===== src/hw/rtl/aldk_pkg.sv =====
// Package: key codes, ladder band limits and shared types for the keypad decoder.
package aldk_pkg;

  localparam int unsigned SampleWidth = 10;
  localparam int unsigned CodeWidth   = 3;
  localparam int unsigned ReloadWidth = 16;

  localparam logic [ReloadWidth-1:0] ReloadReset = 16'd10;

  typedef enum logic [CodeWidth-1:0] {
    KeyNone  = 3'd0,
    KeyEnter = 3'd1,
    KeyBack  = 3'd2,
    KeyNext  = 3'd3,
    KeyPlus  = 3'd4,
    KeyMinus = 3'd5
  } key_code_e;

  // Open bands: low < sample < high
  localparam logic [SampleWidth:0] MinusLo = 11'd185;
  localparam logic [SampleWidth:0] MinusHi = 11'd225;
  localparam logic [SampleWidth:0] BackLo  = 11'd234;
  localparam logic [SampleWidth:0] BackHi  = 11'd274;
  localparam logic [SampleWidth:0] NextLo  = 11'd321;
  localparam logic [SampleWidth:0] NextHi  = 11'd361;
  localparam logic [SampleWidth:0] PlusLo  = 11'd492;
  localparam logic [SampleWidth:0] PlusHi  = 11'd532;
  localparam logic [SampleWidth:0] EnterLo = 11'd1003;
  localparam logic [SampleWidth:0] EnterHi = 11'd1024;

  typedef struct packed {
    logic [CodeWidth-1:0] stable_key;
    logic [CodeWidth-1:0] raw_key;
  } key_word_t;

  function automatic logic in_band(input logic [SampleWidth-1:0] s,
                                   input logic [SampleWidth:0]   lo,
                                   input logic [SampleWidth:0]   hi);
    logic [SampleWidth:0] sx;
    sx = {1'b0, s};
    return (sx > lo) && (sx < hi);
  endfunction

  // Later bands take priority; no match keeps the current code.
  function automatic logic [CodeWidth-1:0] classify(input logic [SampleWidth-1:0] s,
                                                    input logic [CodeWidth-1:0]   cur);
    logic [CodeWidth-1:0] code;
    code = cur;
    if (in_band(s, MinusLo, MinusHi)) code = KeyMinus;
    if (in_band(s, BackLo, BackHi))   code = KeyBack;
    if (in_band(s, NextLo, NextHi))   code = KeyNext;
    if (in_band(s, PlusLo, PlusHi))   code = KeyPlus;
    if (in_band(s, EnterLo, EnterHi)) code = KeyEnter;
    return code;
  endfunction

endpackage


===== src/hw/rtl/aldk_if.sv =====
// Interfaces: sample, key result and configuration channels.
interface aldk_sample_if;
  logic                                valid;
  logic                                ready;
  logic [aldk_pkg::SampleWidth-1:0]    adc_sample;
  modport source (output valid, output adc_sample, input ready);
  modport sink   (input valid, input adc_sample, output ready);
endinterface

interface aldk_key_if;
  logic                                valid;
  logic                                ready;
  logic [aldk_pkg::CodeWidth-1:0]      stable_key;
  logic [aldk_pkg::CodeWidth-1:0]      raw_key;
  modport source (output valid, output stable_key, output raw_key, input ready);
  modport sink   (input valid, input stable_key, input raw_key, output ready);
endinterface

interface aldk_cfg_if;
  logic                                valid;
  logic                                ready;
  logic [aldk_pkg::ReloadWidth-1:0]    debounce_reload;
  modport source (output valid, output debounce_reload, input ready);
  modport sink   (input valid, input debounce_reload, output ready);
endinterface


===== src/hw/rtl/aldk_core.sv =====
// Core: ladder classification, debounce counter and key state registers.
module aldk_core (
  input  logic                             clk_i,
  input  logic                             rst_ni,
  input  logic                             push_i,
  input  logic [aldk_pkg::SampleWidth-1:0] sample_i,
  input  logic                             cfg_we_i,
  input  logic [aldk_pkg::ReloadWidth-1:0] cfg_reload_i,
  output aldk_pkg::key_word_t              word_o
);

  logic [aldk_pkg::ReloadWidth-1:0] reload_q;
  logic [aldk_pkg::SampleWidth-1:0] prev_q;
  logic [aldk_pkg::CodeWidth-1:0]   sticky_q, sticky_d;
  logic [aldk_pkg::CodeWidth-1:0]   cand_q, cand_d;
  logic [aldk_pkg::ReloadWidth-1:0] hold_q, hold_d;
  logic [aldk_pkg::CodeWidth-1:0]   stable_q, stable_d;

  always_comb begin
    sticky_d = sticky_q;
    if (sample_i != prev_q) begin
      sticky_d = aldk_pkg::classify(sample_i, sticky_q);
    end
    cand_d = cand_q;
    hold_d = hold_q;
    if (cand_q == sticky_d) begin
      if (hold_q != '0) begin
        hold_d = hold_q - 1'b1;
      end
    end else begin
      hold_d = reload_q;
      cand_d = sticky_d;
    end
    stable_d = (hold_d == '0) ? cand_d : stable_q;
  end

  assign word_o.stable_key = stable_d;
  assign word_o.raw_key    = sticky_d;

  always_ff @(posedge clk_i or negedge rst_ni) begin
    if (!rst_ni) begin
      reload_q <= aldk_pkg::ReloadReset;
    end else if (cfg_we_i) begin
      reload_q <= cfg_reload_i;
    end
  end

  always_ff @(posedge clk_i or negedge rst_ni) begin
    if (!rst_ni) begin
      prev_q   <= '0;
      sticky_q <= aldk_pkg::KeyNone;
      cand_q   <= aldk_pkg::KeyNone;
      hold_q   <= '0;
      stable_q <= aldk_pkg::KeyNone;
    end else if (push_i) begin
      prev_q   <= sample_i;
      sticky_q <= sticky_d;
      cand_q   <= cand_d;
      hold_q   <= hold_d;
      stable_q <= stable_d;
    end
  end

  a_stable_at_zero: assert property (@(posedge clk_i) disable iff (!rst_ni)
    (hold_q == '0) |-> (stable_q == cand_q))
    else $error("stable key differs from candidate with counter at zero");

  a_idle_holds: assert property (@(posedge clk_i) disable iff (!rst_ni)
    !push_i |=> ($stable(sticky_q) && $stable(hold_q) && $stable(stable_q)))
    else $error("key state moved without a sample");

  a_change_reloads: assert property (@(posedge clk_i) disable iff (!rst_ni)
    (push_i && (cand_q != sticky_d) && !cfg_we_i) |=> (hold_q == reload_q))
    else $error("code change did not reload the counter");

endmodule


===== src/hw/rtl/aldk_skid.sv =====
// Output buffer: result register plus skid entry so input stays open for one more word under stall.
module aldk_skid (
  input  logic                clk_i,
  input  logic                rst_ni,
  input  logic                push_i,
  input  aldk_pkg::key_word_t word_i,
  output logic                ready_o,
  output logic                valid_o,
  input  logic                pop_ready_i,
  output aldk_pkg::key_word_t word_o
);

  logic                main_valid_q, main_valid_d;
  logic                skid_valid_q, skid_valid_d;
  aldk_pkg::key_word_t main_q, main_d;
  aldk_pkg::key_word_t skid_q, skid_d;
  logic                pop;

  assign ready_o = !skid_valid_q;
  assign valid_o = main_valid_q;
  assign word_o  = main_q;
  assign pop     = main_valid_q && pop_ready_i;

  always_comb begin
    main_valid_d = main_valid_q;
    skid_valid_d = skid_valid_q;
    main_d       = main_q;
    skid_d       = skid_q;
    if (!main_valid_q) begin
      main_valid_d = push_i;
      main_d       = word_i;
    end else if (pop) begin
      if (skid_valid_q) begin
        main_d       = skid_q;
        skid_valid_d = 1'b0;
      end else begin
        main_valid_d = push_i;
        main_d       = word_i;
      end
    end else if (push_i) begin
      skid_valid_d = 1'b1;
      skid_d       = word_i;
    end
  end

  always_ff @(posedge clk_i or negedge rst_ni) begin
    if (!rst_ni) begin
      main_valid_q <= 1'b0;
      skid_valid_q <= 1'b0;
    end else begin
      main_valid_q <= main_valid_d;
      skid_valid_q <= skid_valid_d;
    end
  end

  always_ff @(posedge clk_i) begin
    main_q <= main_d;
    skid_q <= skid_d;
  end

  a_skid_needs_main: assert property (@(posedge clk_i) disable iff (!rst_ni)
    skid_valid_q |-> main_valid_q)
    else $error("skid entry full with empty output register");

  a_no_push_when_full: assert property (@(posedge clk_i) disable iff (!rst_ni)
    skid_valid_q |-> !push_i)
    else $error("word pushed into full buffer");

  a_stall_keeps_word: assert property (@(posedge clk_i) disable iff (!rst_ni)
    (main_valid_q && !pop_ready_i) |=> (main_valid_q && $stable(main_q)))
    else $error("stalled output word changed");

endmodule


===== src/hw/rtl/adc_ladder_keypad_debounce.sv =====
// Top level: resistor-ladder keypad decoder with debounce.
//
// sample_i carries one 10-bit ADC word per debounce tick. Each accepted word
// yields exactly one key word on key_o: stable_key (debounced) and raw_key
// (sticky classified code), 0 none, 1 enter, 2 back, 3 next, 4 plus, 5 minus.
// cfg_i writes debounce_reload (reset 10); ready is always high, write only
// while no words are in flight.
//
// Key words are built combinationally and registered in the output buffer; one
// word per cycle while the sink accepts. Classification and counter update
// are one compare set and one 16-bit decrement before the state registers.
//
// Reset clears all codes, the counter and the previous sample; stable_key is
// none until a key holds for the reload count. When the key sink stalls, a
// two-entry output buffer absorbs one more word; sample_i.ready then drops
// until the sink takes a word.
module adc_ladder_keypad_debounce (
  input  logic           clk_i,
  input  logic           rst_ni,
  aldk_sample_if.sink    sample_i,
  aldk_cfg_if.sink       cfg_i,
  aldk_key_if.source     key_o
);

  logic                push;
  logic                in_ready;
  aldk_pkg::key_word_t core_word;
  aldk_pkg::key_word_t out_word;

  assign sample_i.ready = in_ready;
  assign push           = sample_i.valid && in_ready;
  assign cfg_i.ready    = 1'b1;

  aldk_core u_core (
    .clk_i        (clk_i),
    .rst_ni       (rst_ni),
    .push_i       (push),
    .sample_i     (sample_i.adc_sample),
    .cfg_we_i     (cfg_i.valid),
    .cfg_reload_i (cfg_i.debounce_reload),
    .word_o       (core_word)
  );

  aldk_skid u_skid (
    .clk_i       (clk_i),
    .rst_ni      (rst_ni),
    .push_i      (push),
    .word_i      (core_word),
    .ready_o     (in_ready),
    .valid_o     (key_o.valid),
    .pop_ready_i (key_o.ready),
    .word_o      (out_word)
  );

  assign key_o.stable_key = out_word.stable_key;
  assign key_o.raw_key    = out_word.raw_key;

endmodule

===== src/flat_wrapper.sv =====
// flat-port wrapper written by rule: the top's interface ports become plain ports
module adc_ladder_keypad_debounce_flat 
  (clk_i, rst_ni, sample_i_valid, sample_i_adc_sample, sample_i_ready, cfg_i_valid, cfg_i_debounce_reload, cfg_i_ready, key_o_valid, key_o_stable_key, key_o_raw_key, key_o_ready);
  aldk_sample_if sample_i_i ();
  aldk_cfg_if cfg_i_i ();
  aldk_key_if key_o_i ();
  input  logic clk_i;
  input  logic rst_ni;
  input wire logic [$bits(sample_i_i.valid)-1:0] sample_i_valid;
  input wire logic [$bits(sample_i_i.adc_sample)-1:0] sample_i_adc_sample;
  output wire logic [$bits(sample_i_i.ready)-1:0] sample_i_ready;
  input wire logic [$bits(cfg_i_i.valid)-1:0] cfg_i_valid;
  input wire logic [$bits(cfg_i_i.debounce_reload)-1:0] cfg_i_debounce_reload;
  output wire logic [$bits(cfg_i_i.ready)-1:0] cfg_i_ready;
  output wire logic [$bits(key_o_i.valid)-1:0] key_o_valid;
  output wire logic [$bits(key_o_i.stable_key)-1:0] key_o_stable_key;
  output wire logic [$bits(key_o_i.raw_key)-1:0] key_o_raw_key;
  input wire logic [$bits(key_o_i.ready)-1:0] key_o_ready;
  assign sample_i_i.valid = sample_i_valid;
  assign sample_i_i.adc_sample = sample_i_adc_sample;
  assign sample_i_ready = sample_i_i.ready;
  assign cfg_i_i.valid = cfg_i_valid;
  assign cfg_i_i.debounce_reload = cfg_i_debounce_reload;
  assign cfg_i_ready = cfg_i_i.ready;
  assign key_o_valid = key_o_i.valid;
  assign key_o_stable_key = key_o_i.stable_key;
  assign key_o_raw_key = key_o_i.raw_key;
  assign key_o_i.ready = key_o_ready;
  adc_ladder_keypad_debounce u_core (.clk_i(clk_i), .rst_ni(rst_ni), .sample_i(sample_i_i), .cfg_i(cfg_i_i), .key_o(key_o_i));
endmodule

===== config.mk =====
export PLATFORM = sky130hd
export DESIGN_NAME = adc_ladder_keypad_debounce_flat
export DESIGN_NICKNAME = d
export VERILOG_FILES = /design/src/hw/rtl/aldk_pkg.sv /design/src/hw/rtl/aldk_if.sv /design/src/hw/rtl/aldk_core.sv /design/src/hw/rtl/aldk_skid.sv /design/src/hw/rtl/adc_ladder_keypad_debounce.sv /design/src/flat_wrapper.sv
export SDC_FILE = /design/constraint.sdc
export NUM_CORES = 1
export LEC_CHECK = 0
export BUFFER_PORTS_ARGS = -buffer_cell sky130_fd_sc_hd__clkbuf_2
export CORE_MARGIN = 5
export CORE_UTILIZATION = 54
export CTS_CLUSTER_SIZE = 8
export DETAILED_ROUTE_END_ITERATION = 10
export GPL_TIMING_DRIVEN = 1
export PLACE_DENSITY = 0.77
export SYNTH_ARGS = -nofsm -noshare
export SYNTH_HDL_FRONTEND = slang
export SYNTH_SLANG_ARGS = --single-unit

===== constraint.sdc =====
create_clock -name clk_i -period 3.3 [get_ports clk_i]
set_input_delay 0.33 -clock clk_i [delete_from_list [all_inputs] [get_ports clk_i]]
set_output_delay 0.33 -clock clk_i [all_outputs]
set_load 0.01 [all_outputs]

==> impl_metrics.toml, run 1 <==
[timing]
clock.fmax_mhz = 319
fin_crit_sh = 0.949
period_minus_slack_ps = 3130
maxSlewViolCount = 0
worstMarginPinSlew_ps = 1120
fin_skew_ps = 12.5
setup_viol = 0
holdWs_ps = 176
finalHoldViolations = 0
maxSlewHeadroom = 0.254

[clock_network]
holdBufCountCts = 0
clockRootBuffer = "clkbuf_8"
clk_pin_slew_ps = 70
clk_path_buf_depth = 2
cts_tree = "yes"
cts_sinks = 65
htree_levels = 3
clk_latency_ps = 340
cts_buffers = 9

[critical_path]
r2r-end = "u_core.u_skid.word_o[3]"
slowest_stage = "dfrtp_2"
endpoint_kind = "flop"
worstPathArrival_ps = 3220
path_delay_family = "simple AND/OR/NAND/NOR gates"
ff2ff_setup_slack_ps = 170
r2r-start = "u_core.u_core.hold_q[0]"
critical_path_buf_inv_count = 2
path_max_fanout = 7
cpPeakStageDelay_ps = 450
start_kind = "flop"
crit_required_ps = 3390
path_class = "flop to flop"
rr_worst_depth = 12
cpMostUsedCell = "a21oi_1"
crit_chain = "inv_1 -> ha_1 -> or3b_1 -> or3_4 -> nor2_1 -> a2111oi_0 -> a21oi_1 -> nor4_4 -> buf_4 -> o311a_1 -> a21oi_1 -> o31ai_1"

[finish]
layout_commonest_cell = "nand2_1"
drive_above_1_share = 0.244
n_antenna_cell = 0
nNetsFinal = 492
mostFrequentLayoutCells = "nand2_1 (53), dfrtp_1 (50), clkbuf_2 (38)"
fillers = 611
area_growth_pct = 14.6
stdcell_count = 563
final_core_util = 0.627
finalInstanceArea_um2 = 4500

[grt]
grt_remaining_overflow = 0
grt_pass1_vias = 3408
use_met1 = 0.279
antenna_found_initial = 0
use_met2 = 0.357
grt_max_degree = 46
grt_pass1_wl_um = 15400
busiest_layer = "met2"
grt_use_total = 0.215
met3_usage = 0.0331

[placed_design]
dp_hpwl_um = 6650
dp_cells = 545
placed_cell_area_um2 = 4280
numPortBuffers = 38
gp_congestion = 0.942

[floorplan]
start_util = 0.547
io-pin-count = 40
die_area_um2 = 9080
core-area_um2 = 7180
die_w_um = 95.3
rows = 31
die_y_um = 95.3

[synth]
synthCells = 411
synth_edf_count = 12
synth-main-ff-cell = "dfrtp_1"
synth_warnings = 0
yosysUniqueCellTypes = 76
ys_seq_area_frac = 0.430
synth_area_um2 = 3930
synth_seq_cells = 65
syn_avg_cell_area_um2 = 9.56
async_reset_ff_frac = 0.815
synth_nets = 444

[route]
drc = 0
antenna_left = 0
first_pass_iters = 5
drt-vias-per-instance = 5.90
vias = 3322
finalWirelength_um = 8880
post_drt_wl_per_cell_um = 15.8
first_iter_violations = 168

[power]
leakage_nw = 1.91
powerDensity_nw_per_um2 = 825
ir_worst_vdd_mv = 0.422

[outcome]
outcome = "completed"

[worst_hold_path]
hold_end = "u_core.u_skid.skid_valid_q"
hold_start = "key_o_ready"
worstHoldPathCells = 2
holdCritPathClass = "input port to flop"

[job]
maxCapViolations = 0
cells by family (layout without fill, tap and decap cells):
| family | after synthesis | after routing | share of synthesized area |
|---|---|---|---|
| fa+ha+maj | 2 | 2 | 0.00637 |
| xor+xnor | 15 | 15 | 0.0401 |
| mux | 34 | 34 | 0.0924 |
| buf+inv | 43 | 96 | 0.0481 |
| flops | 65 | 65 | 0.430 |
| simple gates | 153 | 153 | 0.208 |
| other cells | 1 | 1 | 0.000955 |
| compound gates | 98 | 98 | 0.174 |
cells in the mapped netlist (all sizes together) (2+ instances only):
library cell   n  area (um^2)
nand2         54          203
dfrtp         51         1280
nor2          28          113
a21oi         26          141
inv           20         75.1
o21ai         19         98.9
mux2          18          203
mux2i         16          160
nor3          15         86.3
xnor2         13          121
buf           12         72.6
edfxtp        12          360
clkbuf        11         41.3
nand3          8         57.6
nor4           8         65.1
o22ai          7         50.1
a31oi          6         37.5
nand4          6         37.5
o2bb2ai        6         52.6
or3            6         37.5
or4            6         52.6
o31a           5         43.8
a211oi         4         30.0
and3           4         25.0
or2            3         21.3
a211o          2         17.5
a21boi         2         15.0
a22oi          2         15.0
a31o           2         17.5
and2           2         12.5
and4b          2         20.0
dfstp          2         52.6
ha             2         25.0
nand2b         2         12.5
nor2b          2         12.5
o311ai         2         17.5
o31ai          2         15.0
xor2           2         36.3
registers in the layout (all words and copies together) (netlist names):
signal                      count
u_core.u_core.cand_q            3
u_core.u_core.hold_q           16
u_core.u_skid.skid_q            6
u_core.u_core.prev_q           10
u_core.u_skid.valid_o           1
u_core.u_skid.skid_valid_q      1
u_core.u_skid.word_o            6
u_core.u_core.stable_q          3
u_core.u_core.reload_q         16
u_core.u_core.sticky_q          3
per-stage QoR:
step,setup WS (ps),setup TNS [ps],power (mW)
3_5_place_dp,88.2,0,3.01
2_1_floorplan,79.5,0,2.54
4_1_cts,89.7,0,3.67
3_3_place_gp,138,0,2.95
5_1_grt,-3.25,-3.25,3.98
6_report,168,0,3.71
layer usage:
layer / wire length (um) / share of wire / vias up
met4: 157 / 0.018 / 0
li1: - / - / 1596
met3: 598 / 0.067 / 20
met1: 3780 / 0.43 / 1581
met5: 0 / 0 / -
met2: 4340 / 0.49 / 125
final cells by class:
type                            count  area, um^2  share of cell area
Clock buffer                       11         131              0.0292
Clock inverter                      5        56.3              0.0125
Inverter                           20        75.1              0.0167
Multi-Input combinational cell    303        2060               0.457
Sequential cell                    65        1690               0.375
Tap cell                           99         124              0.0275
Timing Repair Buffer               60         368              0.0817
report_power, final:
part | switching, mW | internal (mW)
combinational | 0.985 | 0.739
clock | 0.303 | 0.348
sequential | 0.230 | 1.11
worst max-delay path by stage:
stage                            startpoint                         to  slack [ps]  cells after the start
finish              u_core.u_core.hold_q[0]    u_core.u_skid.word_o[3]         170                     12
CTS                 u_core.u_core.hold_q[0]    u_core.u_skid.skid_q[4]          90                     11
floorplan           u_core.u_core.hold_q[6]    u_core.u_skid.skid_q[4]          80                     10
global route        u_core.u_core.hold_q[0]  u_core.u_core.stable_q[1]          -3                     11
detailed placement   sample_i_adc_sample[5]    u_core.u_core.hold_q[6]          90                      9
global placement    u_core.u_core.hold_q[7]    u_core.u_skid.skid_q[4]         140                      9
what timing repair did:
action                                  4_1_cts  5_1_grt
endpoints found under the hold margin         0        0
setup buffers                                 0        2
resized for setup                             0        3
endpoints found under the setup margin        0        3
Note: power is estimated with default switching activity, not from simulation.
==> run 2, diff against run 1 <==
--- a/config.mk
+++ b/config.mk
@@ -5,13 +5,14 @@
 export SDC_FILE = /design/constraint.sdc
 export NUM_CORES = 1
 export LEC_CHECK = 0
-export BUFFER_PORTS_ARGS = -buffer_cell sky130_fd_sc_hd__clkbuf_2
+export ABC_AREA = 1
+export BUFFER_PORTS_ARGS = -buffer_cell sky130_fd_sc_hd__buf_2
 export CORE_MARGIN = 5
-export CORE_UTILIZATION = 54
+export CORE_UTILIZATION = 53
 export CTS_CLUSTER_SIZE = 8
 export DETAILED_ROUTE_END_ITERATION = 10
 export GPL_TIMING_DRIVEN = 1
-export PLACE_DENSITY = 0.77
+export PLACE_DENSITY = 0.76
 export SYNTH_ARGS = -nofsm -noshare
 export SYNTH_HDL_FRONTEND = slang
 export SYNTH_SLANG_ARGS = --single-unit
==> run 2 against run 1 <==
Compared with the run above:
- the flow now finishes with violations (hold timing)
- critical path depth is 5 higher
- worst setup slack better by 240 ps
- area after synthesis is 2.6% lower
- final area is 4.6% lower
- register-to-register slack better by 240 ps
- clock skew is 2.6 ps lower
- critical path type unchanged
- critical endpoint is now u_core.u_skid.skid_q[4]
- largest power group unchanged
==> impl_metrics.toml, run 2 <==
[synth]
synth_top_area_share = 0.334
synth_area_um2 = 3830
synth_edf_count = 12
synth_seq_cells = 65
synth_nets = 501
ys_seq_area_frac = 0.441
synth-main-ff-cell = "dfrtp_1"
synth_common_cells = "nand2_1 (115), dfrtp_1 (51), nor2_1 (42)"
yosysUniqueCellTypes = 38
synth_top_area_cell = "dfrtp_1"
post_synth_main_area_contributors = "dfrtp_1 (33%), nand2_1 (11%), edfxtp_1 (9.4%)"
async_reset_ff_frac = 0.815
synthMostInstantiatedCell = "nand2_1"
synthCells = 468
syn_avg_cell_area_um2 = 8.18
synth_warnings = 0

[clock_network]
holdBufCountCts = 0
cts_tree = "yes"
clk_latency_ps = 340
clk_path_buf_depth = 2
clk_pin_slew_ps = 80
htree_levels = 3
cts_sinks = 65
cts_resized = 0
cts_buffers = 9
postCtsSetupRepairBufs = 0
clockRootBuffer = "clkbuf_8"

[timing]
clock.fmax_mhz = 345
holdWs_ps = -20.8
fin_crit_sh = 0.877
finalHoldViolations = 19
maxSlewHeadroom = 0.604
setup_viol = 0
worstMarginPinSlew_ps = 594
rsz0062_at_grt = "false"
final.setup.worst_slack_ps = 404
fin_skew_ps = 9.89
maxSlewViolCount = 0
period_minus_slack_ps = 2900
fin_tns_setup_ps = 0

[grt]
grt_max_degree = 44
grt_pass1_vias = 3149
grt_remaining_overflow = 0
antenna_found_initial = 0
grt_use_total = 0.199
grt_pass1_wl_um = 14100

[floorplan]
die_area_um2 = 9020
core-area_um2 = 7140
rows = 31
die_y_um = 95.0
die_w_um = 95.0
io-pin-count = 40
start_util = 0.536

[route]
post_drt_wl_per_cell_um = 13.4
vias = 3205
first_iter_violations = 153
drc = 0
antenna_left = 0
drt-vias-per-instance = 5.25
first_pass_iters = 5
finalWirelength_um = 8160

[critical_path]
path_class = "flop to flop"
ff2ff_setup_slack_ps = 400
start_kind = "flop"
r2r-start = "u_core.u_core.hold_q[0]"
r2r-end = "u_core.u_skid.skid_q[4]"
worstPathArrival_ps = 3000
path_max_fanout = 5
rr_worst_depth = 17
crit_required_ps = 3410
endpoint_kind = "flop"

[placed_design]
numPortBuffers = 38
dp_hpwl_um = 6010
dp_cells = 595
gp_congestion = 0.984
preCtsSetupSlack_ps = 322

[finish]
drive_above_1_share = 0.248
mostFrequentLayoutCells = "nand2_1 (115), dfrtp_1 (51), nor2_1 (42)"
nNetsFinal = 540
multi_input_area_um2 = 1900
fillers = 670
final_core_util = 0.602
layout_commonest_cell = "nand2_1"
area_growth_pct = 12.3
stdcell_count = 611
reg_top3 = "u_core.u_core.hold_q (16), u_core.u_core.reload_q (16), u_core.u_core.prev_q (10)"
seqCellArea_um2 = 1690
n_antenna_cell = 0

[power]
powerDensity_nw_per_um2 = 847
leakage_nw = 2.07
ir_worst_vdd_mv = 0.445

[outcome]
outcome = "finished, violations left"
violations = "hold timing"

[job]
maxCapViolations = 0

[worst_hold_path]
holdCritPathClass = "input port to async pin"
run 2: changes by cell type after synthesis, moves of 10 or more:
cell	previous run	this run
nand2_1	54	115
nand3_1	6	37
nand2_2	0	22
a21oi_1	25	5
o21ai_0	12	30
mux2i_1	16	1
nor2_1	27	42
inv_1	20	33
xor2_1	1	14
nor2_2	0	10
run 2: worst max path at each step:
| stage | from | end | slack, ps | cells after the start |
|---|---|---|---|---|
| after global routing | u_core.u_core.hold_q[0] | u_core.u_skid.word_o[3] | 170 | 19 |
| final | u_core.u_core.hold_q[0] | u_core.u_skid.skid_q[4] | 400 | 17 |
| after floorplan | sample_i_adc_sample[1] | u_core.u_skid.skid_q[3] | 700 | 20 |
| after global placement | sample_i_adc_sample[2] | u_core.u_skid.word_o[3] | 380 | 19 |
| after CTS | u_core.u_core.prev_q[2] | u_core.u_skid.word_o[5] | 430 | 18 |
| after detailed placement | sample_i_adc_sample[2] | u_core.u_skid.word_o[5] | 320 | 24 |
run 2: per-layer routing:
metal	vias to the layer above	track usage	share of wire
met5	-	0	0
met1	1501	0.244	0.43
li1	1605	-	-
met2	92	0.343	0.50
met3	7	0.0446	0.056
met4	0	0.0721	0.010
run 2: worst max-delay path, stage by stage, from the launching register on:
cell and delay [ps]:
dfrtp_1 450, inv_1 140, ha_1 190, nand3_1 80
nor3_1 140, nand3_1 210, nand2_1 140, nor3_1 70
nand2_1 140, inv_1 80, a21oi_1 140, nand3b_1 160
nand2_1 100, nor2_2 100, nand2_2 90, nor2_8 140
nand3_2 110, and2_1 180
run 2: cell type report:
type                       instances  share of cell area
inverter                          40              0.0350
clock inverter                     7              0.0181
sequential                        65               0.393
clock buffer                       9              0.0288
tap                               99              0.0288
timing repair buffer              43              0.0530
multi-input combinational        348               0.443
run 2: per-stage QoR:
stage                     hold slack [ps]  area [um^2]  power (mW)
after global routing                 12.0         4300        3.95
after floorplan                      34.4         3830        2.57
after global placement                361         4090        2.91
after detailed placement              377         4090        2.95
after CTS                            1.42         4300        3.66
final                               -20.8         4300        3.64
run 2: report_power, final:
group / internal [mW] / switching [mW]
logic: 0.569 / 1.07
registers: 1.10 / 0.197
clock network: 0.357 / 0.346
run 2: logic make-up after synthesis:
logic type	share of synthesized area
flops	0.441
mux	0.0497
buf+inv	0.0611
simple gates	0.329
fa+ha+maj	0.00654
compound gates	0.0700
other cells	0.000980
xor+xnor	0.0412
==> run 3, diff against run 2 <==
--- a/config.mk
+++ b/config.mk
@@ -7,7 +7,7 @@
 export LEC_CHECK = 0
 export ABC_AREA = 1
 export BUFFER_PORTS_ARGS = -buffer_cell sky130_fd_sc_hd__buf_2
-export CORE_MARGIN = 5
+export CORE_MARGIN = 3
 export CORE_UTILIZATION = 53
 export CTS_CLUSTER_SIZE = 8
 export DETAILED_ROUTE_END_ITERATION = 10
==> constraint.sdc (replaced) <==
create_clock -name clk_i -period 2.4 [get_ports clk_i]
set_input_delay 0.24 -clock clk_i [delete_from_list [all_inputs] [get_ports clk_i]]
set_output_delay 0.24 -clock clk_i [all_outputs]
set_load 0.01 [all_outputs]
==> run 3 against run 2 <==
Compared with the run above:
- the flow finishes with violations (setup timing)
- sequential share of layout area fell by 7.4 points
- clock skew rose by 5.4 ps
- register-to-register slack worse by 950 ps
- wire length is 48% higher
- largest power group unchanged
- highest routed layer unchanged
==> impl_metrics.toml, run 3 (synthesized netlist as in run 2, its figures left out) <==
[outcome]
outcome = "finished, violations left"
violations = "setup timing"

[power]
leakage_nw = 2.54
comb_power_share = 0.619
intPower_mw = 3.86
pwr-share-clk = 0.134
p_seq_frac = 0.247
p_switching_mw = 3.27
powerDensity_nw_per_um2 = 1350
swShare = 0.459
ir_worst_vdd_mv = 0.877
power_mw = 7.14

[timing]
fin_tns_setup_ps = -4520
maxSlewViolCount = 0
fin_skew_ps = 15.2
worstMarginPinSlew_ps = 516
holdWs_ps = 117
finalHoldViolations = 0
fin_crit_sh = 1.23
maxSlewHeadroom = 0.655
final.setup.worst_slack_ps = -549
setup_viol = 11
rsz0062_at_grt = "true"
period_minus_slack_ps = 2950
clock.fmax_mhz = 339

[route]
first_iter_violations = 525
drc = 0
post_drt_wl_per_cell_um = 17.7
finalWirelength_um = 12100
first_pass_iters = 7
vias = 3980
antenna_left = 0
drt-vias-per-instance = 5.83

[floorplan]
rows = 30
start_util = 0.554
die_w_um = 91.0
core-area_um2 = 6910
die_y_um = 91.0
io-pin-count = 40
die_area_um2 = 8270

[clock_network]
htree_levels = 3
clk_path_buf_depth = 2
clockRootBuffer = "clkbuf_8"
cts_tree = "yes"
clk_latency_ps = 350
cts_sinks = 65
cts_buffers = 9
clk_pin_slew_ps = 80

[grt]
use_met1 = 0.333
met3_usage = 0.0630
antenna_found_initial = 0
grt_remaining_overflow = 0
grt_use_total = 0.250
grt_pass1_wl_um = 16700
grt_max_degree = 44
grt_pass1_vias = 3550
busiest_layer = "met2"
use_met2 = 0.398

[critical_path]
path_class = "flop to flop"
r2r-start = "u_core.u_core.hold_q[5]"
rr_worst_depth = 16
cpMostUsedCell = "nand2_1"
slowest_stage = "dfrtp_1"
worstPathArrival_ps = 3060
cpPeakStageDelay_ps = 410
endpoint_kind = "flop"
path_max_fanout = 4
ff2ff_setup_slack_ps = -550
start_kind = "flop"
crit_chain = "nor2_1 -> nand2_1 -> nor3_2 -> nand3_1 -> nand2_1 -> nor3_2 -> nand2_1 -> inv_1 -> a21oi_1 -> nand3b_1 -> nand2_2 -> nor2_4 -> nand2_4 -> nor2_8 -> nand3_2 -> and2_1"
crit_required_ps = 2510
r2r-end = "u_core.u_skid.skid_q[4]"
critical_path_buf_inv_count = 1
path_delay_family = "simple AND/OR/NAND/NOR gates"

[finish]
drive_above_1_share = 0.421
area_growth_pct = 38.1
final_core_util = 0.765
n_antenna_cell = 0
nNetsFinal = 615
reg_top3 = "u_core.u_core.hold_q (16), u_core.u_core.reload_q (16), u_core.u_core.prev_q (10)"
layout_commonest_cell = "nand2_1"
stdcell_count = 683
mostFrequentLayoutCells = "nand2_1 (91), buf_4 (67), dfrtp_1 (51)"

[worst_hold_path]
hold_start = "cfg_i_debounce_reload[15]"
hold_end = "u_core.u_core.reload_q[15]"
holdCritPathClass = "input port to flop"
worstHoldPathCells = 2

[placed_design]
numPortBuffers = 38
gp_congestion = 0.953
dp_hpwl_um = 6770
dp_cells = 648

[job]
maxCapViolations = 0
## run 3: cell count changes in the layout (fill, tap and decap cells not counted), sizes merged
cell         change
clkbuf           +2
buf             +71
nand2            +1
dlygate4sd3      +1
clkinv           +1
inv              -1
## run 3: how the worst max path moves through the flow
stage	from	to	slack, ps	depth (start not counted)
final	u_core.u_core.hold_q[5]	u_core.u_skid.skid_q[4]	-550	16
after CTS	u_core.u_core.prev_q[9]	u_core.u_skid.skid_q[5]	-370	17
after global placement	sample_i_adc_sample[2]	u_core.u_skid.skid_q[4]	-380	23
after floorplan	u_core.u_core.prev_q[4]	u_core.u_skid.skid_q[3]	-100	19
after global routing	u_core.u_core.hold_q[7]	u_core.u_skid.skid_q[3]	-680	15
after detailed placement	sample_i_adc_sample[2]	u_core.u_skid.skid_q[3]	-470	23
## run 3: metal layers
| layer | vias to the layer above | wire length (um) |
|---|---|---|
| met5 | - | 0 |
| met1 | 1878 | 4730 |
| met3 | 71 | 1050 |
| li1 | 1769 | - |
| met4 | 0 | 645 |
| met2 | 262 | 5680 |
## run 3: cell type report
type	instances	area [um^2]
clock buffers	9	124
fillers	444	1620
clock inverters	7	70.1
flip-flops and latches	65	1690
inverters	40	155
well taps	96	120
multi-input cells	349	2260
repair buffers	117	867
## run 3: power by group through the flow
stage,registers (mW),clock network [mW],logic (mW)
floorplan,1.77,0,1.79
global placement,1.73,0,2.92
finish,1.76,0.956,4.42
CTS,1.73,0.951,3.27
detailed placement,1.73,0,3.02
global route,1.79,1.00,4.66
## run 3: through the flow
step	worst slack [ps]	instance area [um^2]
floorplan	-97.1	3860
global placement	-380	4550
detailed placement	-473	4550
CTS	-369	4890
global route	-683	5280
finish	-549	5280
## run 3: timing repair
action                                  CTS  global route
gates resized for setup                  17            75
cloned                                    1             2
hold buffers                              1             0
pin swaps                                 2            53
endpoints found under the hold margin    14             0
endpoints found under the setup margin    9            22
setup buffers                             9            13
